`src/assert_macros.svh`:
```
// Assertion helpers shared by the parser RTL.
// Each property is sampled on clk_i and switched off while rst_ni is low.
`ifndef ASSERT_MACROS_SVH
`define ASSERT_MACROS_SVH

`ifndef SYNTHESIS

// Check that prop holds at every clock edge outside reset.
`define SFP_ASSERT(lbl, prop, msg) \
  lbl: assert property (@(posedge clk_i) disable iff (!rst_ni) (prop)) else $error(msg);

// Check that cond is never seen at a clock edge outside reset.
`define SFP_NEVER(lbl, cond, msg) \
  lbl: assert property (@(posedge clk_i) disable iff (!rst_ni) !(cond)) else $error(msg);

`else

`define SFP_ASSERT(lbl, prop, msg)
`define SFP_NEVER(lbl, cond, msg)

`endif

`endif

```
`src/sfp_pkg.sv`:
```
`timescale 1ns / 1ps

package sfp_pkg;

  localparam int unsigned BYTE_W        = 8;
  localparam int unsigned LEN_W         = 7;
  localparam int unsigned POS_W         = 6;
  localparam int unsigned MIN_FRAME_LEN = 3;
  localparam int unsigned MAX_FRAME_LEN = 64;
  localparam int unsigned FRAME_LEN_RST = 8;

  // Byte position of the command id within a frame, and of the first body byte.
  localparam logic [POS_W-1:0] POS_CMD = POS_W'(2);

  // Register index of the write port.
  localparam int unsigned CFG_IDX_W = 2;
  typedef enum logic [CFG_IDX_W-1:0] {
    REG_SYNC_FIRST  = 2'd0,
    REG_SYNC_SECOND = 2'd1,
    REG_FRAME_LEN   = 2'd2
  } sfp_reg_e;

  // Decoupling queue between the front and back halves.
  localparam int unsigned QUEUE_DEPTH = 2;
  localparam int unsigned QPTR_W      = (QUEUE_DEPTH > 1) ? $clog2(QUEUE_DEPTH) : 1;
  localparam int unsigned QCNT_W      = $clog2(QUEUE_DEPTH + 1);

  // One classified body byte on its way to the back half.
  typedef struct packed {
    logic [BYTE_W-1:0] frame_byte;
    logic [POS_W-1:0]  byte_pos;
    logic              frame_end;
    logic [BYTE_W-1:0] run_sum;   // sum of all earlier bytes of the frame
    logic [BYTE_W-1:0] cmd;       // command byte candidate
  } sfp_item_t;

endpackage

```
`src/sfp_front.sv`:
```
`timescale 1ns / 1ps
`include "assert_macros.svh"

module sfp_front (
  input  logic                        clk_i,
  input  logic                        rst_ni,
  input  logic                        cfg_we_i,
  input  logic [sfp_pkg::CFG_IDX_W-1:0] cfg_idx_i,
  input  logic [sfp_pkg::BYTE_W-1:0]  cfg_data_i,
  input  logic                        accept_i,
  input  logic [sfp_pkg::BYTE_W-1:0]  rx_byte_i,
  output logic                        item_push_o,
  output sfp_pkg::sfp_item_t          item_o
);
  import sfp_pkg::*;

  logic [BYTE_W-1:0] sync_first_q, sync_second_q;
  logic [LEN_W-1:0]  frame_len_q;

  logic              saw_first_q, saw_first_d;
  logic              in_frame_q, in_frame_d;
  logic [POS_W-1:0]  cnt_q, cnt_d;
  logic [BYTE_W-1:0] sum_q, sum_d;
  logic [BYTE_W-1:0] held_q, held_d;

  logic [LEN_W-1:0]  len_m1;
  logic [POS_W-1:0]  last_pos;
  logic              is_last;
  logic [BYTE_W-1:0] cmd_byte;

  always_ff @(posedge clk_i or negedge rst_ni) begin
    if (!rst_ni) begin
      sync_first_q  <= '0;
      sync_second_q <= '0;
      frame_len_q   <= LEN_W'(FRAME_LEN_RST);
    end else if (cfg_we_i) begin
      unique case (cfg_idx_i)
        REG_SYNC_FIRST:  sync_first_q  <= cfg_data_i;
        REG_SYNC_SECOND: sync_second_q <= cfg_data_i;
        REG_FRAME_LEN:   frame_len_q   <= cfg_data_i[LEN_W-1:0];
        default: ;
      endcase
    end
  end

  // Clamp the frame length, then take the position of the checksum byte.
  always_comb begin
    len_m1 = frame_len_q - LEN_W'(1);
    priority if (frame_len_q < LEN_W'(MIN_FRAME_LEN)) begin
      last_pos = POS_W'(MIN_FRAME_LEN - 1);
    end else if (frame_len_q > LEN_W'(MAX_FRAME_LEN)) begin
      last_pos = POS_W'(MAX_FRAME_LEN - 1);
    end else begin
      last_pos = len_m1[POS_W-1:0];
    end
  end

  assign is_last  = (cnt_q >= last_pos);
  assign cmd_byte = (cnt_q == POS_CMD) ? rx_byte_i : held_q;

  always_comb begin
    saw_first_d = saw_first_q;
    in_frame_d  = in_frame_q;
    cnt_d       = cnt_q;
    sum_d       = sum_q;
    held_d      = held_q;
    if (accept_i) begin
      if (!in_frame_q) begin
        // Sync hunt: second byte wins over a fresh first byte.
        if (saw_first_q && (rx_byte_i == sync_second_q)) begin
          saw_first_d = 1'b0;
          in_frame_d  = 1'b1;
          cnt_d       = POS_CMD;
          sum_d       = sync_first_q + sync_second_q;
          held_d      = '0;
        end else begin
          saw_first_d = (rx_byte_i == sync_first_q);
        end
      end else if (is_last) begin
        in_frame_d = 1'b0;
        cnt_d      = '0;
        sum_d      = '0;
        held_d     = '0;
      end else begin
        if (cnt_q == POS_CMD) begin
          held_d = rx_byte_i;
        end
        sum_d = sum_q + rx_byte_i;
        cnt_d = cnt_q + POS_W'(1);
      end
    end
  end

  always_ff @(posedge clk_i or negedge rst_ni) begin
    if (!rst_ni) begin
      saw_first_q <= 1'b0;
      in_frame_q  <= 1'b0;
      cnt_q       <= '0;
      sum_q       <= '0;
      held_q      <= '0;
    end else begin
      saw_first_q <= saw_first_d;
      in_frame_q  <= in_frame_d;
      cnt_q       <= cnt_d;
      sum_q       <= sum_d;
      held_q      <= held_d;
    end
  end

  assign item_push_o       = accept_i && in_frame_q;
  assign item_o.frame_byte = rx_byte_i;
  assign item_o.byte_pos   = cnt_q;
  assign item_o.frame_end  = is_last;
  assign item_o.run_sum    = sum_q;
  assign item_o.cmd        = cmd_byte;

  `SFP_NEVER(a_hunt_and_frame, saw_first_q && in_frame_q, "armed hunt inside a frame")
  `SFP_ASSERT(a_body_pos, in_frame_q |-> (cnt_q >= POS_CMD), "body position below header")
  `SFP_ASSERT(a_frame_closes, (accept_i && in_frame_q && is_last) |=> !in_frame_q,
              "frame did not close on its checksum byte")

endmodule

```
`src/sfp_queue.sv`:
```
`timescale 1ns / 1ps
`include "assert_macros.svh"

module sfp_queue (
  input  logic               clk_i,
  input  logic               rst_ni,
  input  logic               enq_i,
  input  sfp_pkg::sfp_item_t enq_item_i,
  output logic               full_o,
  input  logic               deq_i,
  output logic               empty_o,
  output sfp_pkg::sfp_item_t deq_item_o
);
  import sfp_pkg::*;

  sfp_item_t          entries_q [QUEUE_DEPTH];
  logic [QPTR_W-1:0]  wr_ptr_q, wr_ptr_d;
  logic [QPTR_W-1:0]  rd_ptr_q, rd_ptr_d;
  logic [QCNT_W-1:0]  cnt_q, cnt_d;
  logic               do_enq, do_deq;

  assign full_o     = (cnt_q == QCNT_W'(QUEUE_DEPTH));
  assign empty_o    = (cnt_q == '0);
  assign do_enq     = enq_i && !full_o;
  assign do_deq     = deq_i && !empty_o;
  assign deq_item_o = entries_q[rd_ptr_q];

  always_comb begin
    wr_ptr_d = wr_ptr_q;
    rd_ptr_d = rd_ptr_q;
    cnt_d    = cnt_q;
    if (do_enq) begin
      wr_ptr_d = (wr_ptr_q == QPTR_W'(QUEUE_DEPTH - 1)) ? '0 : wr_ptr_q + QPTR_W'(1);
    end
    if (do_deq) begin
      rd_ptr_d = (rd_ptr_q == QPTR_W'(QUEUE_DEPTH - 1)) ? '0 : rd_ptr_q + QPTR_W'(1);
    end
    unique case ({do_enq, do_deq})
      2'b10:   cnt_d = cnt_q + QCNT_W'(1);
      2'b01:   cnt_d = cnt_q - QCNT_W'(1);
      default: cnt_d = cnt_q;
    endcase
  end

  always_ff @(posedge clk_i or negedge rst_ni) begin
    if (!rst_ni) begin
      wr_ptr_q <= '0;
      rd_ptr_q <= '0;
      cnt_q    <= '0;
    end else begin
      wr_ptr_q <= wr_ptr_d;
      rd_ptr_q <= rd_ptr_d;
      cnt_q    <= cnt_d;
    end
  end

  always_ff @(posedge clk_i) begin
    if (do_enq) begin
      entries_q[wr_ptr_q] <= enq_item_i;
    end
  end

  `SFP_ASSERT(a_cnt_bound, cnt_q <= QCNT_W'(QUEUE_DEPTH), "queue count overflow")

endmodule

```
`src/sfp_back.sv`:
```
`timescale 1ns / 1ps
`include "assert_macros.svh"

module sfp_back (
  input  logic                       clk_i,
  input  logic                       rst_ni,
  input  logic                       q_empty_i,
  input  sfp_pkg::sfp_item_t         q_item_i,
  output logic                       q_deq_o,
  input  logic                       pop,
  output logic                       empty,
  output logic [sfp_pkg::BYTE_W-1:0] frame_byte_o,
  output logic [sfp_pkg::POS_W-1:0]  byte_pos_o,
  output logic                       frame_end_o,
  output logic                       sum_ok_o,
  output logic [sfp_pkg::BYTE_W-1:0] command_id_o
);
  import sfp_pkg::*;

  logic              valid_q;
  logic              take;
  logic              ok;
  logic [BYTE_W-1:0] byte_q;
  logic [POS_W-1:0]  pos_q;
  logic              end_q, ok_q;
  logic [BYTE_W-1:0] cmd_q;

  // Refill the output register whenever it is free or being drained.
  assign take = !q_empty_i && (!valid_q || pop);
  assign ok   = q_item_i.frame_end && (q_item_i.run_sum == q_item_i.frame_byte);

  always_ff @(posedge clk_i or negedge rst_ni) begin
    if (!rst_ni) begin
      valid_q <= 1'b0;
    end else if (take) begin
      valid_q <= 1'b1;
    end else if (pop) begin
      valid_q <= 1'b0;
    end
  end

  always_ff @(posedge clk_i) begin
    if (take) begin
      byte_q <= q_item_i.frame_byte;
      pos_q  <= q_item_i.byte_pos;
      end_q  <= q_item_i.frame_end;
      ok_q   <= ok;
      cmd_q  <= ok ? q_item_i.cmd : '0;
    end
  end

  assign q_deq_o      = take;
  assign empty        = !valid_q;
  assign frame_byte_o = byte_q;
  assign byte_pos_o   = pos_q;
  assign frame_end_o  = end_q;
  assign sum_ok_o     = ok_q;
  assign command_id_o = cmd_q;

  `SFP_ASSERT(a_status_only_at_end, (valid_q && !end_q) |-> (!ok_q && (cmd_q == '0)),
              "checksum status on a body byte")

endmodule

```
`src/sync_frame_sum8_parser_unit.sv`:
```
`timescale 1ns / 1ps

// Two-byte sync frame parser with an 8-bit additive checksum. Received bytes
// enter through a queue-style port (push/full) and one byte is taken per
// clock cycle whenever full is low. The front half hunts for sync_first
// followed by sync_second (a repeated sync_first keeps the hunt armed),
// then counts the body of a frame of frame_len bytes (clamped to 3..64),
// keeps the running sum over header and body and latches the command byte at
// position 2. Header bytes give no transaction; every later byte gives one,
// carrying the byte and its position. On the checksum byte frame_end is set,
// sum_ok reports whether the sum matched and command_id holds the command
// byte, or zero on a mismatch. Results leave through empty/pop, oldest first.
// A result reaches the ports by way of the queue: the accepting edge writes it
// into the two-entry decoupling queue, and it moves on into the output register
// once that register is free or is being drained by pop. With pop held
// high the unit sustains one byte per cycle; full rises only once the queue
// and the output register are both occupied. Configuration writes (index 0:
// sync_first, 1: sync_second, 2: frame_len) take effect at the next edge.
module sync_frame_sum8_parser_unit (
  input  logic                          clk_i,
  input  logic                          rst_ni,
  // configuration write port
  input  logic                          cfg_we_i,
  input  logic [sfp_pkg::CFG_IDX_W-1:0] cfg_idx_i,
  input  logic [sfp_pkg::BYTE_W-1:0]    cfg_data_i,
  // received bytes
  input  logic                          push,
  output logic                          full,
  input  logic [sfp_pkg::BYTE_W-1:0]    rx_byte_i,
  // results
  output logic                          empty,
  input  logic                          pop,
  output logic [sfp_pkg::BYTE_W-1:0]    frame_byte_o,
  output logic [sfp_pkg::POS_W-1:0]     byte_pos_o,
  output logic                          frame_end_o,
  output logic                          sum_ok_o,
  output logic [sfp_pkg::BYTE_W-1:0]    command_id_o
);
  import sfp_pkg::*;

  logic      accept;
  logic      item_push;
  sfp_item_t item;
  logic      q_full, q_empty, q_deq;
  sfp_item_t q_item;

  // Hold off the sender while the queue has no room, even for header bytes.
  assign full   = q_full;
  assign accept = push && !q_full;

  // Front half: sync hunt, position count, running sum.
  sfp_front u_front (
    .clk_i       (clk_i),
    .rst_ni      (rst_ni),
    .cfg_we_i    (cfg_we_i),
    .cfg_idx_i   (cfg_idx_i),
    .cfg_data_i  (cfg_data_i),
    .accept_i    (accept),
    .rx_byte_i   (rx_byte_i),
    .item_push_o (item_push),
    .item_o      (item)
  );

  // Decouple the byte stream from the result consumer.
  sfp_queue u_queue (
    .clk_i      (clk_i),
    .rst_ni     (rst_ni),
    .enq_i      (item_push),
    .enq_item_i (item),
    .full_o     (q_full),
    .deq_i      (q_deq),
    .empty_o    (q_empty),
    .deq_item_o (q_item)
  );

  // Back half: checksum compare, command selection, output register.
  sfp_back u_back (
    .clk_i        (clk_i),
    .rst_ni       (rst_ni),
    .q_empty_i    (q_empty),
    .q_item_i     (q_item),
    .q_deq_o      (q_deq),
    .pop          (pop),
    .empty        (empty),
    .frame_byte_o (frame_byte_o),
    .byte_pos_o   (byte_pos_o),
    .frame_end_o  (frame_end_o),
    .sum_ok_o     (sum_ok_o),
    .command_id_o (command_id_o)
  );

endmodule

```
`config.mk`:
```
export PLATFORM = sky130hd
export DESIGN_NAME = sync_frame_sum8_parser_unit
export DESIGN_NICKNAME = d
export VERILOG_FILES = /design/src/sfp_pkg.sv /design/src/sfp_front.sv /design/src/sfp_queue.sv /design/src/sfp_back.sv /design/src/sync_frame_sum8_parser_unit.sv
export VERILOG_INCLUDE_DIRS = /design/src /design/src/src
export SDC_FILE = /design/constraint.sdc
export NUM_CORES = 1
export LEC_CHECK = 0
export BUFFER_PORTS_ARGS = -buffer_cell sky130_fd_sc_hd__buf_2
export CORE_MARGIN = 2
export CORE_UTILIZATION = 53
export DETAILED_ROUTE_END_ITERATION = 7
export GPL_ROUTABILITY_DRIVEN = 0
export GPL_TIMING_DRIVEN = 0
export HOLD_SLACK_MARGIN = 0.08
export PLACE_DENSITY_LB_ADDON = 0.08
export RECOVER_POWER = 50
export SYNTH_ARGS = -nofsm -noshare
export SYNTH_HDL_FRONTEND = slang
export SYNTH_HIERARCHICAL = 1
export SYNTH_SLANG_ARGS = --single-unit
```
`constraint.sdc`:
```
create_clock -name clk_i -period 9.01 [get_ports clk_i]
set_input_delay 1.802 -clock clk_i [delete_from_list [all_inputs] [get_ports clk_i]]
set_output_delay 1.802 -clock clk_i [all_outputs]
set_load 0.05 [all_outputs]
```
==> flow_metrics.env <==
export IMPL_min_period_ps=3880
export IMPL_synth_most_common_cell="edfxtp_1"
export IMPL_yosysWarnings=6
export IMPL_cts_buffers=17
export IMPL_crit_buf_inv=1
export IMPL_fp_dieW_um=117
export IMPL_cp_arrival_ps=3790
export IMPL_cts_root_buf="clkbuf_16"
export IMPL_initial_utilization_pct=54.2
export IMPL_dp_cells=699
export IMPL_cp_required_ps=8920
export IMPL_grt_pass1_vias=4031
export IMPL_netSwitchingFraction_pct=31.9
export IMPL_finalCritPeriodShare_pct=43.1
export IMPL_dieArea_um2=13800
export IMPL_worst_path_max_fanout=52
export IMPL_synth_common_cells="edfxtp_1, dfrtp_1, mux2_2"
export IMPL_synth_nets=528
export IMPL_insertion_delay_ps=420
export IMPL_ys_ff_latch=138
export IMPL_finish_instance_area_um2=7760
export IMPL_worstHoldStart="u_queue/cnt_q[1]$_DFFE_PN0P_"
export IMPL_path_delay_family="buffers and inverters"
export IMPL_synth_top_cell_area_share_pct=37.9
export IMPL_vias=3940
export IMPL_num_io_pins=49
export IMPL_yosysTopAreaCell="edfxtp_1"
export IMPL_netlist_area_um2=6810
export IMPL_layout_drive_gt1_share_pct=26.8
export IMPL_synth_flop_cell="edfxtp_1"
export IMPL_r2r_cells=12
export IMPL_post_cts_buffers=0
export IMPL_r2r_start="u_front/frame_len_q[2]$_DFFE_PN0P_"
export IMPL_syn_area_per_cell_um2=14.3
export IMPL_core_area_um2=12600
export IMPL_antenna_found_initial=0
export IMPL_max_stage_delay_ps=1960
export IMPL_power_frac_seq_pct=39.1
export IMPL_cp_cell_sequence="clkbuf_1"
export IMPL_rrSetupSlack_ps=5940
export IMPL_grt_start_max_net_pins=53
export IMPL_fin_worst_skew_ps=11.3
export IMPL_grtUsageTotal_pct=19.6
export IMPL_post_route_util_pct=61.8
export IMPL_cp_end_kind="async pin"
export IMPL_switchingPower_uw=647
export IMPL_rsz0062_at_grt="false"
export IMPL_drt_iter0_markers=273
export IMPL_antenna_cells_inserted=0
export IMPL_crit_path_start_kind="input port"
export IMPL_cts_tree="yes"
export IMPL_synth_area_leaders="edfxtp_1, dfrtp_1, mux2_4"
export IMPL_hold_class="register to register"
export IMPL_timing_rr_end="u_front/sum_q[0]$_DFFE_PN0P_"
export IMPL_placed_area_um2=7300
export IMPL_wire_per_inst_um=17.1
export IMPL_vdd_drop_max_v=0.000111
export IMPL_layoutNonFillerInstCount=731
export IMPL_whs_ps=492
export IMPL_max_cap_viol_count=1
export IMPL_detailed_place_hpwl_um=9000
export IMPL_pwr_share_clk_pct=33.4
export IMPL_clk_path_buf_depth=2
export IMPL_leakage_uw=0.00332
export IMPL_combPwrFrac_pct=27.5
export IMPL_drc=0
export IMPL_grt_overflow=0
export IMPL_outcome="finished with violations"
export IMPL_netlist_instances=478
export IMPL_ctsResizeCount=0
export IMPL_tightest_slew_ps=2820
export IMPL_synth_edf_count=86
export IMPL_max_freq_mhz=257
export IMPL_internal_power_uw=1380
export IMPL_post_drt_via_cell_ratio=5.39
export IMPL_routed_wl_um=12500
export IMPL_num_rows=41
export IMPL_async_flop_share_pct=37.7
export IMPL_crit_type="input port to async pin"
export IMPL_holdPathEnd="u_queue/cnt_q[1]$_DFFE_PN0P_"
export IMPL_whs_path_depth=1
export IMPL_hold_viol=0
export IMPL_grt_pass1_wl_um=20700
export IMPL_violations="max-capacitance violations, max-slew violations"
export IMPL_htree_levels=4
export IMPL_maxSlewViolCount=53
export IMPL_cts_num_sinks=138
export IMPL_powerDensity_nw_per_um2=262
export IMPL_firstDrtPassIters=4
export IMPL_antenna_left=0
export IMPL_port_buffers=48
export IMPL_fp_dieH_um=117
export IMPL_clk_pin_slew_worst_paths_ps=60
export IMPL_yosysUniqueCellTypes=54
export IMPL_fillCellCount=1018
export IMPL_slew_headroom_pct=-87.9
export IMPL_setup_tns_ps=0
export IMPL_seq_area_frac_synth_pct=57.0
export IMPL_cp_slowest_cell="clkbuf_1"
export IMPL_cts_hold_buf=0
export IMPL_area_growth_syn_to_layout_pct=14.0
export IMPL_setup_viol=0
export IMPL_fin_nets=596
## state kept, by name (all words and copies together), names as in the netlist
name / count
u_back/sum_ok_o: 1
u_front/frame_len_q: 7
u_front/sync_second_q: 8
u_back/frame_end_o: 1
u_queue/cnt_q: 2
u_front/sync_first_q: 8
u_front/cnt_q: 6
u_front/in_frame_q: 1
u_queue/wr_ptr_q: 1
u_back/byte_pos_o: 6
u_front/held_q: 8
u_queue/rd_ptr_q: 1
u_front/saw_first_q: 1
u_front/sum_q: 8
u_back/frame_byte_o: 8
u_back/valid_q: 1
u_back/command_id_o: 8
u_queue/entries_q: 62
## area by class of cell
type | count | area (µm²) | share of cell area (%)
Multi-Input combinational cell | 295 | 2620 | 33.7
Sequential cell | 138 | 3880 | 50.0
Timing Repair Buffer | 49 | 241 | 3.11
Tap cell | 172 | 215 | 2.77
Clock buffer | 18 | 429 | 5.53
Buffer | 21 | 131 | 1.69
Inverter | 24 | 90.1 | 1.16
Clock inverter | 14 | 154 | 1.98
## kinds of logic after synthesis
logic type	synth area share [%]
flops	57.0
simple gates	7.97
compound gates	7.53
mux	12.7
buf+inv	3.58
xor+xnor	6.06
fa+ha+maj	5.18
## placed cells by master, fill, tap and decap left out, types with 16 or more instances in the layout
master,n
xnor2_1,16
buf_2,40
clkbuf_16,17
edfxtp_1,86
ha_1,25
clkbuf_1,18
mux2_4,20
xor2_1,20
dfrtp_1,51
mux2_1,21
inv_1,24
mux2_2,25
## routing by layer
layer  GRT usage [%]  vias to the layer above  wire, µm
met5               0                        -         0
met2            32.2                       78      6350
met3            5.40                        8       530
li1                -                     1905         -
met1            24.3                     1949      5430
met4            8.73                        0       204
## power by group through the flow
stage | clock network (µW) | registers [µW] | logic, µW
after global routing | 723 | 803 | 605
final | 678 | 794 | 560
after CTS | 694 | 796 | 605
after detailed placement | 0 | 808 | 602
after floorplan | 0 | 940 | 338
after global placement | 0 | 808 | 586
## how the worst max path moves through the flow
stage          depth (start not counted)                                  to  slack (ps)   start
2_1_floorplan                          5   u_queue/entries_q[0][0]$_DFFE_PP_        4840    push
3_3_place_gp                           6  u_queue/entries_q[0][17]$_DFFE_PP_        3920    push
3_5_place_dp                           6  u_queue/entries_q[0][19]$_DFFE_PP_        5230    push
4_1_cts                                6  u_queue/entries_q[0][11]$_DFFE_PP_        5670    push
5_1_grt                                1       u_front/held_q[3]$_DFFE_PN0P_        4570  rst_ni
6_report                               1       u_front/held_q[3]$_DFFE_PN0P_        5130  rst_ni
## through the flow
step	power [µW]	worst slack, ps
finish	2030	5130
global route	2130	4570
CTS	2100	5670
detailed placement	1410	5230
global placement	1390	3920
floorplan	1280	4840
## worst register-to-register path, cell delays in order, from the launching register on
cell	delay, ps
dfrtp_1	440
nor4_1	390
nand2_1	120
and2_1	210
o21ai_0	210
ha_1	280
a21o_1	160
a31oi_1	200
o21ai_1	250
inv_1	190
buf_2	250
nand3_1	120
a31oi_1	190
Power figures use the tool's default switching activity.
